$ cat config.mk
export PLATFORM = sky130hd
export DESIGN_NAME = encoder_pi_position_control
export DESIGN_NICKNAME = d
export VERILOG_FILES = /design/src/hdl/epc_pkg.sv /design/src/hdl/epc_step_counter.sv /design/src/hdl/encoder_pi_position_control.sv
export SDC_FILE = /design/constraint.sdc
export NUM_CORES = 2
export LEC_CHECK = 0
export ABC_AREA = 1
export BUFFER_PORTS_ARGS = -buffer_cell sky130_fd_sc_hd__clkbuf_2
export CAP_MARGIN = 10
export CORE_MARGIN = 5
export CORE_UTILIZATION = 45
export DETAILED_ROUTE_END_ITERATION = 8
export MAX_ROUTING_LAYER = met4
export PLACE_DENSITY_LB_ADDON = 0.1
export SETUP_SLACK_MARGIN = 0.02
export SLEW_MARGIN = 20
export SYNTH_ARGS = -nofsm -noshare
export SYNTH_HDL_FRONTEND = slang
export SYNTH_HIERARCHICAL = 1
export SYNTH_SLANG_ARGS = --single-unit
$ cat constraint.sdc
create_clock -name clock -period 15.2 [get_ports clock]
set_input_delay 1.52 -clock clock [delete_from_list [all_inputs] [get_ports clock]]
set_output_delay 1.52 -clock clock [all_outputs]
set_load 0.02 [all_outputs]
$ cat src/hdl/epc_pkg.sv
`timescale 1ns / 1ps
`default_nettype none

package epc_pkg;

   // Field and register widths
   localparam int TARGET_WIDTH        = 10;
   localparam int GAIN_WIDTH          = 16;
   localparam int POS_WIDTH           = 16;
   localparam int DRIVE_WIDTH         = 8;
   localparam int INTEG_WIDTH         = 32;
   localparam int COUNT_WIDTH_DEFAULT = 16;

   // Configuration port
   localparam int CSR_INDEX_WIDTH = 2;
   localparam int CSR_DATA_WIDTH  = 16;
   localparam logic [CSR_INDEX_WIDTH-1:0] CSR_TARGET_DEG = 2'd0;
   localparam logic [CSR_INDEX_WIDTH-1:0] CSR_PROP_GAIN  = 2'd1;
   localparam logic [CSR_INDEX_WIDTH-1:0] CSR_INT_GAIN   = 2'd2;

   // Register reset values
   localparam logic [TARGET_WIDTH-1:0] TARGET_RESET = 10'd45;
   localparam logic [GAIN_WIDTH-1:0]   PROP_RESET   = 16'd4915;
   localparam logic [GAIN_WIDTH-1:0]   INT_RESET    = 16'd82;

   // Position error in Q8 degrees: err = target*256 - floor(count*7680/19).
   // Only counts below 1024 can be below target, so the quotient is tracked
   // incrementally: each step adds 7680/19 = 404 remainder 4.
   localparam int FRAC_BITS   = 8;
   localparam int LOW_BITS    = 10;
   localparam int QUOT_WIDTH  = 19;
   localparam int REM_WIDTH   = 5;
   localparam int ERR_WIDTH   = 18;
   localparam logic [QUOT_WIDTH-1:0] QUOT_STEP  = 19'd404;
   localparam logic [REM_WIDTH-1:0]  REM_STEP   = 5'd4;
   localparam logic [REM_WIDTH-1:0]  STEP_DIVISOR = 5'd19;

   // Target compare: count*360 < target*228 reduces to count*30 < target*19
   localparam int CMP_WIDTH = 15;
   localparam logic [CMP_WIDTH-1:0] CMP_COUNT_MUL  = 15'd30;
   localparam logic [CMP_WIDTH-1:0] CMP_TARGET_MUL = 15'd19;

   // Drive arithmetic: Q4.12 gains times Q8 values give Q20 products
   localparam int PPROD_WIDTH = GAIN_WIDTH + ERR_WIDTH;
   localparam int IPROD_WIDTH = GAIN_WIDTH + INTEG_WIDTH;
   localparam int SUM_WIDTH   = IPROD_WIDTH + 1;
   localparam int DRIVE_SHIFT = 20;

   function automatic logic below_target(input logic [LOW_BITS-1:0]     lo,
                                         input logic                    small_cnt,
                                         input logic [TARGET_WIDTH-1:0] target);
      logic [CMP_WIDTH-1:0] lhs;
      logic [CMP_WIDTH-1:0] rhs;
      lhs = CMP_WIDTH'(lo) * CMP_COUNT_MUL;
      rhs = CMP_WIDTH'(target) * CMP_TARGET_MUL;
      return small_cnt && (lhs < rhs);
   endfunction

endpackage

`default_nettype wire

$ cat src/hdl/epc_step_counter.sv
`timescale 1ns / 1ps
`default_nettype none

module epc_step_counter #(
   parameter int COUNT_WIDTH = epc_pkg::COUNT_WIDTH_DEFAULT
) (
   input  wire logic                   clock,
   input  wire logic                   reset,
   input  wire logic                   ch_a,
   input  wire logic                   ch_b,
   input  wire logic                   advance,
   input  wire logic                   clear,
   output logic [COUNT_WIDTH-1:0]      count,
   output logic [COUNT_WIDTH-1:0]      count_next,
   output logic                        stepped
);

   logic                   phase_ff;
   logic                   phase_in;
   logic [COUNT_WIDTH-1:0] count_ff;
   logic [COUNT_WIDTH-1:0] count_in;
   logic                   level;

   // Count a step when the channel XOR leaves the stored phase; hold at max
   assign level    = ch_a ^ ch_b;
   assign stepped  = (level != phase_ff) && !(&count_ff);
   assign phase_in = level;

   always_comb begin
      if (clear) begin
         count_in = '0;
      end else if (stepped) begin
         count_in = count_ff + COUNT_WIDTH'(1);
      end else begin
         count_in = count_ff;
      end
   end

   always_ff @(posedge clock) begin
      if (reset) begin
         phase_ff <= 1'b0;
         count_ff <= '0;
      end else if (advance) begin
         phase_ff <= phase_in;
         count_ff <= count_in;
      end
   end

   assign count      = count_ff;
   assign count_next = count_in;

endmodule

`default_nettype wire

$ cat src/hdl/encoder_pi_position_control.sv
`timescale 1ns / 1ps
`default_nettype none

// Encoder step counters with a PI position loop for one motor.
// Input channel (req_): one pin sample per transfer, with both encoder
// channel pairs, the control tick and the clear flag. Result channel (rsp_):
// one result per sample, with the drive duty, both positions and at_target.
// Configuration (csr_): write target_deg, prop_gain or int_gain by index
// while the block is idle; unknown indexes are dropped.
// Throughput is one sample per cycle until a stalled result channel fills the
// pipeline. From an input transfer to its result, the counters and integral
// update at the transfer, the gain multiplies take the second stage and the
// drive sum and clamp the third, which is also the output register.
// Reset zeroes both counts, phase bits, the integral and the drive, and loads
// the register defaults (45 degrees, gains 4915 and 82).
// When the receiver stalls, the result holds and the pipeline fills behind
// it; req_stall rises only once all three stages hold a sample, so inputs
// keep flowing while a finished result waits.
module encoder_pi_position_control #(
   parameter int COUNT_WIDTH = epc_pkg::COUNT_WIDTH_DEFAULT
) (
   input  wire logic                                 clock,
   input  wire logic                                 reset,
   // Sample channel
   input  wire logic                                 req_valid,
   output logic                                      req_stall,
   input  wire logic                                 req_motor_ch_a,
   input  wire logic                                 req_motor_ch_b,
   input  wire logic                                 req_optical_ch_a,
   input  wire logic                                 req_optical_ch_b,
   input  wire logic                                 req_control_tick,
   input  wire logic                                 req_clear_counts,
   // Result channel
   output logic                                      rsp_valid,
   input  wire logic                                 rsp_stall,
   output logic [epc_pkg::DRIVE_WIDTH-1:0]           rsp_motor_drive,
   output logic [epc_pkg::POS_WIDTH-1:0]             rsp_motor_position,
   output logic [epc_pkg::POS_WIDTH-1:0]             rsp_optical_position,
   output logic                                      rsp_at_target,
   // Configuration port
   input  wire logic                                 csr_write,
   input  wire logic [epc_pkg::CSR_INDEX_WIDTH-1:0]  csr_index,
   input  wire logic [epc_pkg::CSR_DATA_WIDTH-1:0]   csr_data
);

   import epc_pkg::*;

   localparam int EXT_WIDTH = (COUNT_WIDTH > LOW_BITS) ? COUNT_WIDTH : LOW_BITS;

   // Configuration registers
   logic [TARGET_WIDTH-1:0] target_ff;
   logic [GAIN_WIDTH-1:0]   prop_ff;
   logic [GAIN_WIDTH-1:0]   int_ff;

   // Handshake and stage valids
   logic accept;
   logic adv2;
   logic adv3;
   logic v1_ff, v1_in;
   logic v2_ff, v2_in;
   logic v3_ff, v3_in;

   // Counters
   logic [COUNT_WIDTH-1:0] motor_count;
   logic [COUNT_WIDTH-1:0] motor_next;
   logic                   motor_stepped;
   logic [COUNT_WIDTH-1:0] optical_count;
   logic [COUNT_WIDTH-1:0] optical_next;
   logic                   optical_stepped;

   // Quotient tracker and loop state
   logic [QUOT_WIDTH-1:0]  quot_ff, quot_in;
   logic [REM_WIDTH-1:0]   rem_ff, rem_in;
   logic [REM_WIDTH-1:0]   rem_sum;
   logic [INTEG_WIDTH-1:0] integ_ff, integ_in;
   logic [INTEG_WIDTH:0]   integ_sum;

   logic [EXT_WIDTH-1:0]   motor_old_ext;
   logic [EXT_WIDTH-1:0]   motor_new_ext;
   logic                   below_old;
   logic                   below_new;
   logic [QUOT_WIDTH-1:0]  err_full;
   logic [ERR_WIDTH-1:0]   err;

   // Stage 1
   logic [ERR_WIDTH-1:0]   err1_ff;
   logic [INTEG_WIDTH-1:0] integ1_ff;
   logic                   tick1_ff, below1_ff, clr1_ff, at1_ff;
   logic [POS_WIDTH-1:0]   mpos1_ff, opos1_ff;

   // Stage 2
   logic [PPROD_WIDTH-1:0] pprod2_ff;
   logic [IPROD_WIDTH-1:0] iprod2_ff;
   logic                   tick2_ff, below2_ff, clr2_ff, at2_ff;
   logic [POS_WIDTH-1:0]   mpos2_ff, opos2_ff;

   // Stage 3 (output register; the drive is also the held duty)
   logic [DRIVE_WIDTH-1:0] drive_ff, drive_in;
   logic [SUM_WIDTH-1:0]   drive_sum;
   logic [SUM_WIDTH-1:0]   drive_shifted;
   logic [DRIVE_WIDTH-1:0] drive_clamped;
   logic                   at3_ff;
   logic [POS_WIDTH-1:0]   mpos3_ff, opos3_ff;

   // Write configuration registers
   always_ff @(posedge clock) begin
      if (reset) begin
         target_ff <= TARGET_RESET;
         prop_ff   <= PROP_RESET;
         int_ff    <= INT_RESET;
      end else if (csr_write) begin
         case (csr_index)
            CSR_TARGET_DEG: target_ff <= csr_data[TARGET_WIDTH-1:0];
            CSR_PROP_GAIN:  prop_ff   <= csr_data[GAIN_WIDTH-1:0];
            CSR_INT_GAIN:   int_ff    <= csr_data[GAIN_WIDTH-1:0];
            default: ;
         endcase
      end
   end

   // Advance the pipeline; a stage moves on when the next one frees up
   assign adv3      = v2_ff && (!v3_ff || !rsp_stall);
   assign adv2      = v1_ff && (!v2_ff || adv3);
   assign req_stall = v1_ff && !adv2;
   assign accept    = req_valid && !req_stall;
   assign v1_in     = accept || (v1_ff && !adv2);
   assign v2_in     = adv2 || (v2_ff && !adv3);
   assign v3_in     = adv3 || (v3_ff && rsp_stall);

   always_ff @(posedge clock) begin
      if (reset) begin
         v1_ff <= 1'b0;
         v2_ff <= 1'b0;
         v3_ff <= 1'b0;
      end else begin
         v1_ff <= v1_in;
         v2_ff <= v2_in;
         v3_ff <= v3_in;
      end
   end

   epc_step_counter #(
      .COUNT_WIDTH (COUNT_WIDTH)
   ) u_motor_counter (
      .clock      (clock),
      .reset      (reset),
      .ch_a       (req_motor_ch_a),
      .ch_b       (req_motor_ch_b),
      .advance    (accept),
      .clear      (req_clear_counts),
      .count      (motor_count),
      .count_next (motor_next),
      .stepped    (motor_stepped)
   );

   epc_step_counter #(
      .COUNT_WIDTH (COUNT_WIDTH)
   ) u_optical_counter (
      .clock      (clock),
      .reset      (reset),
      .ch_a       (req_optical_ch_a),
      .ch_b       (req_optical_ch_b),
      .advance    (accept),
      .clear      (req_clear_counts),
      .count      (optical_count),
      .count_next (optical_next),
      .stepped    (optical_stepped)
   );

   // Compare motor counts against the target before and after this sample
   assign motor_old_ext = EXT_WIDTH'(motor_count);
   assign motor_new_ext = EXT_WIDTH'(motor_next);
   assign below_old = below_target(motor_old_ext[LOW_BITS-1:0],
                                   (motor_old_ext >> LOW_BITS) == '0, target_ff);
   assign below_new = below_target(motor_new_ext[LOW_BITS-1:0],
                                   (motor_new_ext >> LOW_BITS) == '0, target_ff);

   // Track floor(count*7680/19) one step at a time; wraps only past 1297
   assign rem_sum = rem_ff + REM_STEP;
   always_comb begin
      quot_in = quot_ff;
      rem_in  = rem_ff;
      if (req_clear_counts) begin
         quot_in = '0;
         rem_in  = '0;
      end else if (motor_stepped) begin
         if (rem_sum >= STEP_DIVISOR) begin
            quot_in = quot_ff + QUOT_STEP + QUOT_WIDTH'(1);
            rem_in  = rem_sum - STEP_DIVISOR;
         end else begin
            quot_in = quot_ff + QUOT_STEP;
            rem_in  = rem_sum;
         end
      end
   end

   // Error in Q8 degrees from the count before this sample
   assign err_full = QUOT_WIDTH'({target_ff, FRAC_BITS'(0)}) - quot_ff;
   assign err      = err_full[ERR_WIDTH-1:0];

   // Accumulate the saturating integral on a tick; clear it at target
   assign integ_sum = {1'b0, integ_ff} + (INTEG_WIDTH + 1)'(err);
   always_comb begin
      integ_in = integ_ff;
      if (req_control_tick) begin
         if (!below_old) begin
            integ_in = '0;
         end else if (integ_sum[INTEG_WIDTH]) begin
            integ_in = '1;
         end else begin
            integ_in = integ_sum[INTEG_WIDTH-1:0];
         end
      end
   end

   always_ff @(posedge clock) begin
      if (reset) begin
         quot_ff  <= '0;
         rem_ff   <= '0;
         integ_ff <= '0;
      end else if (accept) begin
         quot_ff  <= quot_in;
         rem_ff   <= rem_in;
         integ_ff <= integ_in;
      end
   end

   // Stage 1: capture the sample's error, integral and positions
   always_ff @(posedge clock) begin
      if (accept) begin
         err1_ff   <= err;
         integ1_ff <= integ_in;
         tick1_ff  <= req_control_tick;
         below1_ff <= below_old;
         clr1_ff   <= req_clear_counts;
         at1_ff    <= !below_new;
         mpos1_ff  <= POS_WIDTH'(motor_next);
         opos1_ff  <= POS_WIDTH'(optical_next);
      end
   end

   // Stage 2: apply both gains
   always_ff @(posedge clock) begin
      if (adv2) begin
         pprod2_ff <= PPROD_WIDTH'(prop_ff) * PPROD_WIDTH'(err1_ff);
         iprod2_ff <= IPROD_WIDTH'(int_ff) * IPROD_WIDTH'(integ1_ff);
         tick2_ff  <= tick1_ff;
         below2_ff <= below1_ff;
         clr2_ff   <= clr1_ff;
         at2_ff    <= at1_ff;
         mpos2_ff  <= mpos1_ff;
         opos2_ff  <= opos1_ff;
      end
   end

   // Stage 3: sum, drop the Q20 fraction and clamp to the duty range
   assign drive_sum     = SUM_WIDTH'(pprod2_ff) + SUM_WIDTH'(iprod2_ff);
   assign drive_shifted = drive_sum >> DRIVE_SHIFT;
   assign drive_clamped = ((drive_shifted >> DRIVE_WIDTH) != '0) ? '1
                          : drive_shifted[DRIVE_WIDTH-1:0];

   always_comb begin
      if (clr2_ff) begin
         drive_in = '0;
      end else if (tick2_ff) begin
         drive_in = below2_ff ? drive_clamped : '0;
      end else begin
         drive_in = drive_ff;
      end
   end

   always_ff @(posedge clock) begin
      if (reset) begin
         drive_ff <= '0;
      end else if (adv3) begin
         drive_ff <= drive_in;
      end
   end

   always_ff @(posedge clock) begin
      if (adv3) begin
         at3_ff   <= at2_ff;
         mpos3_ff <= mpos2_ff;
         opos3_ff <= opos2_ff;
      end
   end

   assign rsp_valid            = v3_ff;
   assign rsp_motor_drive      = drive_ff;
   assign rsp_motor_position   = mpos3_ff;
   assign rsp_optical_position = opos3_ff;
   assign rsp_at_target        = at3_ff;

   // A tick at or above target leaves the integral at zero
   integ_clear_at_target: assert property (@(posedge clock) disable iff (reset)
      accept && req_control_tick && !below_old |=> integ_ff == '0)
      else $error("integral not cleared at target");

   // A cleared sample always reports zero drive
   drive_zero_on_clear: assert property (@(posedge clock) disable iff (reset)
      adv3 && clr2_ff |=> rsp_motor_drive == '0)
      else $error("drive not zero after clear");

   // Without clear the motor count moves by at most one step per transfer
   motor_single_step: assert property (@(posedge clock) disable iff (reset)
      accept && !req_clear_counts |=> (motor_count == $past(motor_count))
         || (motor_count == $past(motor_count) + COUNT_WIDTH'(1)))
      else $error("motor count jumped");

   // Without clear the optical count moves by exactly the step it flagged
   optical_step_tracks: assert property (@(posedge clock) disable iff (reset)
      accept && !req_clear_counts |=> optical_count
         == $past(optical_count) + COUNT_WIDTH'($past(optical_stepped)))
      else $error("optical count does not follow its step flag");

   // Input stalls only when every stage is full and the output is stalled
   stall_only_when_full: assert property (@(posedge clock) disable iff (reset)
      req_stall |-> v1_ff && v2_ff && v3_ff && rsp_stall)
      else $error("input stalled with room in the pipeline");

endmodule

`default_nettype wire
==> flow_summary.toml <==
[run_status]
status = "finished, final reports clean"

[yosys]
synthAdderAreaFrac_pct = 36.91
yosys_warnings = 6
syn_avg_cell_area_sq_um = 7.805
syn-num-nets = 7484
synth_top_family_by_area = "adder cells"
synth_enable_flop_cells = 237
synth_cell_types = 60
muxShareOfSynthArea_pct = 0
yosys.area_share.simple_pct = 19.54
yosysTopAreaCell = "fa_1"
syn_inst = 6392
syn_area_sq_um = 49890
synth_area_leaders = "fa_1 (27%), edfxtp_1 (14%), nand2_1 (13%), inv_1 (12%), ha_1 (9.6%)"
ys_seq_elements = 379
yosys.area_share.xor_xnor_pct = 3.034
synth-compound-area-share_pct = 6.588
ys.flop_type = "edfxtp_1"
async_reset_ff_share_pct = 0
yosysSeqAreaShare_pct = 19.96
synth_top_area_share_pct = 27.33

[critical_path]
worstSetupEndpointType = "flop"
reg2regPathDepth = 20
cp_max_fo = 16
cp_cell_sequence = "nand2_1 -> fa_1 -> fa_1 -> fa_1 -> inv_1 -> fa_1 -> fa_1 -> inv_1 -> fa_1 -> inv_1 -> ha_1 -> nand2_1 -> nand2_1 -> a31oi_1 -> o21ai_0 -> a21oi_1 -> o21ai_0 -> a31oi_1 -> o21ai_0 -> xor2_1"
cpPeakStageDelay_ns = 0.89
r2r_end = "iprod2_ff[44]"
regToRegStartpoint = "integ1_ff[10]"
ff2ff_setup_slack_ns = 8.50
worst-setup-path-type = "flop to flop"
slowest_stage = "edfxtp_1"
critPathMostFrequentCell = "fa_1"
cp_data_required_time_ns = 15.52
start_kind = "flop"
crit_arrival_ns = 7.02

[placed_design]
placedCellCount = 7747
place.gp.congestion = 0.9166
placed_area_sq_um = 51480
port_buffers = 71
hpwl_mm = 104.7

[global_routing]
grt_max_degree = 72
grt_overflow = 0
antenna_found_initial = 4
grt_pass1_vias = 39960
track_usage_pct = 24.02
grt_pass1_wl_mm = 217.6

[run]
maxCapViolations = 0

[timing]
period_share_pct = 44.10
fin_setup_tns_ns = 0
finalSetupViolations = 0
hold_ws_ns = 0.4128
finClkSkew_ns = 0.06446
rsz0062_at_grt = "false"
period_minus_slack_ns = 6.702
slew_headroom_pct = 28.19
slew_viol_final = 0
fmax_mhz = 149.2
finalHoldViolCount = 0
worst_pin_slew_ns = 1.076

[floorplanning]
pin_count = 72
die_y_um = 343.0
dieArea_sq_um = 117600
initial_core_util_pct = 45.21
core_sq_um = 110400
row_count = 122
die_w_um = 343.0

[detailed_routing]
drt-pass1-iter-count = 6
routed_via_density = 4.962
routed_wl_mm = 134.1
antenna_left = 0
vias = 38880
drtIter0Drc = 2476
post_drt_wl_per_cell_um = 17.11
drc = 0

[final_layout]
final_nets = 7400
stdcell_count = 7834
layout_commonest_cell = "nand2_1"
final_area_sq_um = 53120
insertedDiodeCount = 0
syn_to_final_growth_pct = 6.473
layout_common_cells = "nand2_1 (1,703), inv_1 (1,578), fa_1 (681), ha_1 (382), nor2_1 (284)"
final_layout_size_suffix_gt1_share_pct = 5.247

[clock_network]
h-tree-depth = 2
cts_max_path_buffers = 3
cts.sinks = 379
clk_latency_ns = 0.64
root_buffer = "clkbuf_16"
tritoncts = "done"
cts_made_buffers = 47
cts_resized = 0
post_cts_buffers = 0
hold_buffers = 0
clkTransAtPathRegs_ns = 0.06

[worst_hold_path]
hold_start = "opos1_ff[7]"
whs_endpoint = "opos2_ff[7]"
whs_path_depth = 0
hold_path_class = "flop to flop"

[pwr]
power.density_nw_per_um2 = 171.9
leakage_nw = 28.68
peakVddDrop_v = 0.0003732
[layer usage]
metal	wire length [um]	up-vias	GRT usage, %
met2	62150	990	38.92
met5	0	-	-
met4	3975	0	6.319
met1	60350	18730	31.97
met3	7581	190	3.383
li1	-	18960	-
[cells in the mapped netlist (5+ instances only)]
library cell  count
a211oi_1          5
a21boi_0          7
a21o_1            6
a21oi_1         265
a21oi_2          13
a221oi_1          5
a22oi_2           7
a31oi_1          38
buf_1            12
buf_2             8
buf_6             6
clkbuf_1        218
dfxtp_1         142
edfxtp_1        237
fa_1            681
ha_1            382
inv_1          1579
inv_2            12
nand2_1        1703
nand2_2          25
nand2_4           8
nand3_1         184
nand3b_1          7
nand4_1          41
nor2_1          286
nor2_2           19
nor2_4           12
nor3_1           40
nor3b_1           5
nor4_1            9
o211ai_1          9
o21a_1            5
o21ai_0         140
o21ai_1          29
o21ai_2          14
o21bai_1         14
o31ai_1           7
xnor2_1          59
xor2_1          112
[kinds of logic after synthesis]
family,Yosys count
flip-flops,379
AO/OA/AOI/OAI,575
XOR/XNOR,172
buffers and inverters,1840
adder cells (fa/ha/maj),1063
AND/OR/NAND/NOR,2363
[critical path: cells and delay by family, from the launching register on]
family	cells	cell delay, ns
buffers and inverters	3	0.16
XOR/XNOR	1	0.16
flip-flops	1	0.89
AND/OR/NAND/NOR	3	0.35
adder cells (fa/ha/maj)	7	3.50
AO/OA/AOI/OAI	6	1.30
[power breakdown]
group	total (mW)	switching [mW]	leakage, nW	internal, mW
Sequential	1.64	0.170	3.47	1.47
Combinational	6.30	4.05	24.4	2.24
Clock	1.19	0.490	0.787	0.704
Total	9.13	4.72	28.7	4.41
[sequential cells by signal, indices dropped and copies added, names as in the netlist, 10 cells and up]
| name | count |
|---|---|
| err1_ff | 18 |
| int_ff | 16 |
| integ1_ff | 32 |
| integ_ff | 32 |
| iprod2_ff | 48 |
| mpos1_ff | 16 |
| mpos2_ff | 16 |
| opos1_ff | 16 |
| opos2_ff | 16 |
| pprod2_ff | 34 |
| prop_ff | 16 |
| quot_ff | 18 |
| rsp_motor_position | 16 |
| rsp_optical_position | 16 |
| target_ff | 10 |
| u_motor_counter/count | 16 |
| u_optical_counter/count | 16 |
[cell type report]
type | count | area (sq um)
fillers | 11010 | 57240
multi-input cells | 4173 | 32990
flip-flops and latches | 379 | 9967
inverters | 1595 | 5992
well taps | 1488 | 1862
clock buffers | 50 | 1209
repair buffers | 112 | 665.6
clock inverters | 37 | 431.7
[worst max path at each step]
stage	from	end	slack, ns	cells after the start
4_1_cts	int_ff[2]	iprod2_ff[41]	8.54	23
3_3_place_gp	req_motor_ch_b	at1_ff	8.66	29
2_1_floorplan	integ1_ff[0]	iprod2_ff[44]	9.23	22
3_5_place_dp	req_motor_ch_b	at1_ff	8.55	29
5_1_grt	integ1_ff[10]	iprod2_ff[35]	8.01	20
6_report	integ1_ff[10]	iprod2_ff[44]	8.50	20
[stage by stage]
step | power (mW) | util, % | setup slack (ns)
2_1_floorplan | 6.177 | - | 9.234
3_3_place_gp | 8.004 | 46.65 | 8.658
3_5_place_dp | 8.010 | 46.65 | 8.546
4_1_cts | 9.260 | 48.13 | 8.536
5_1_grt | 10.15 | 48.13 | 8.008
6_report | 9.129 | 48.13 | 8.498
No activity file was read; power rests on OpenSTA's default activity.
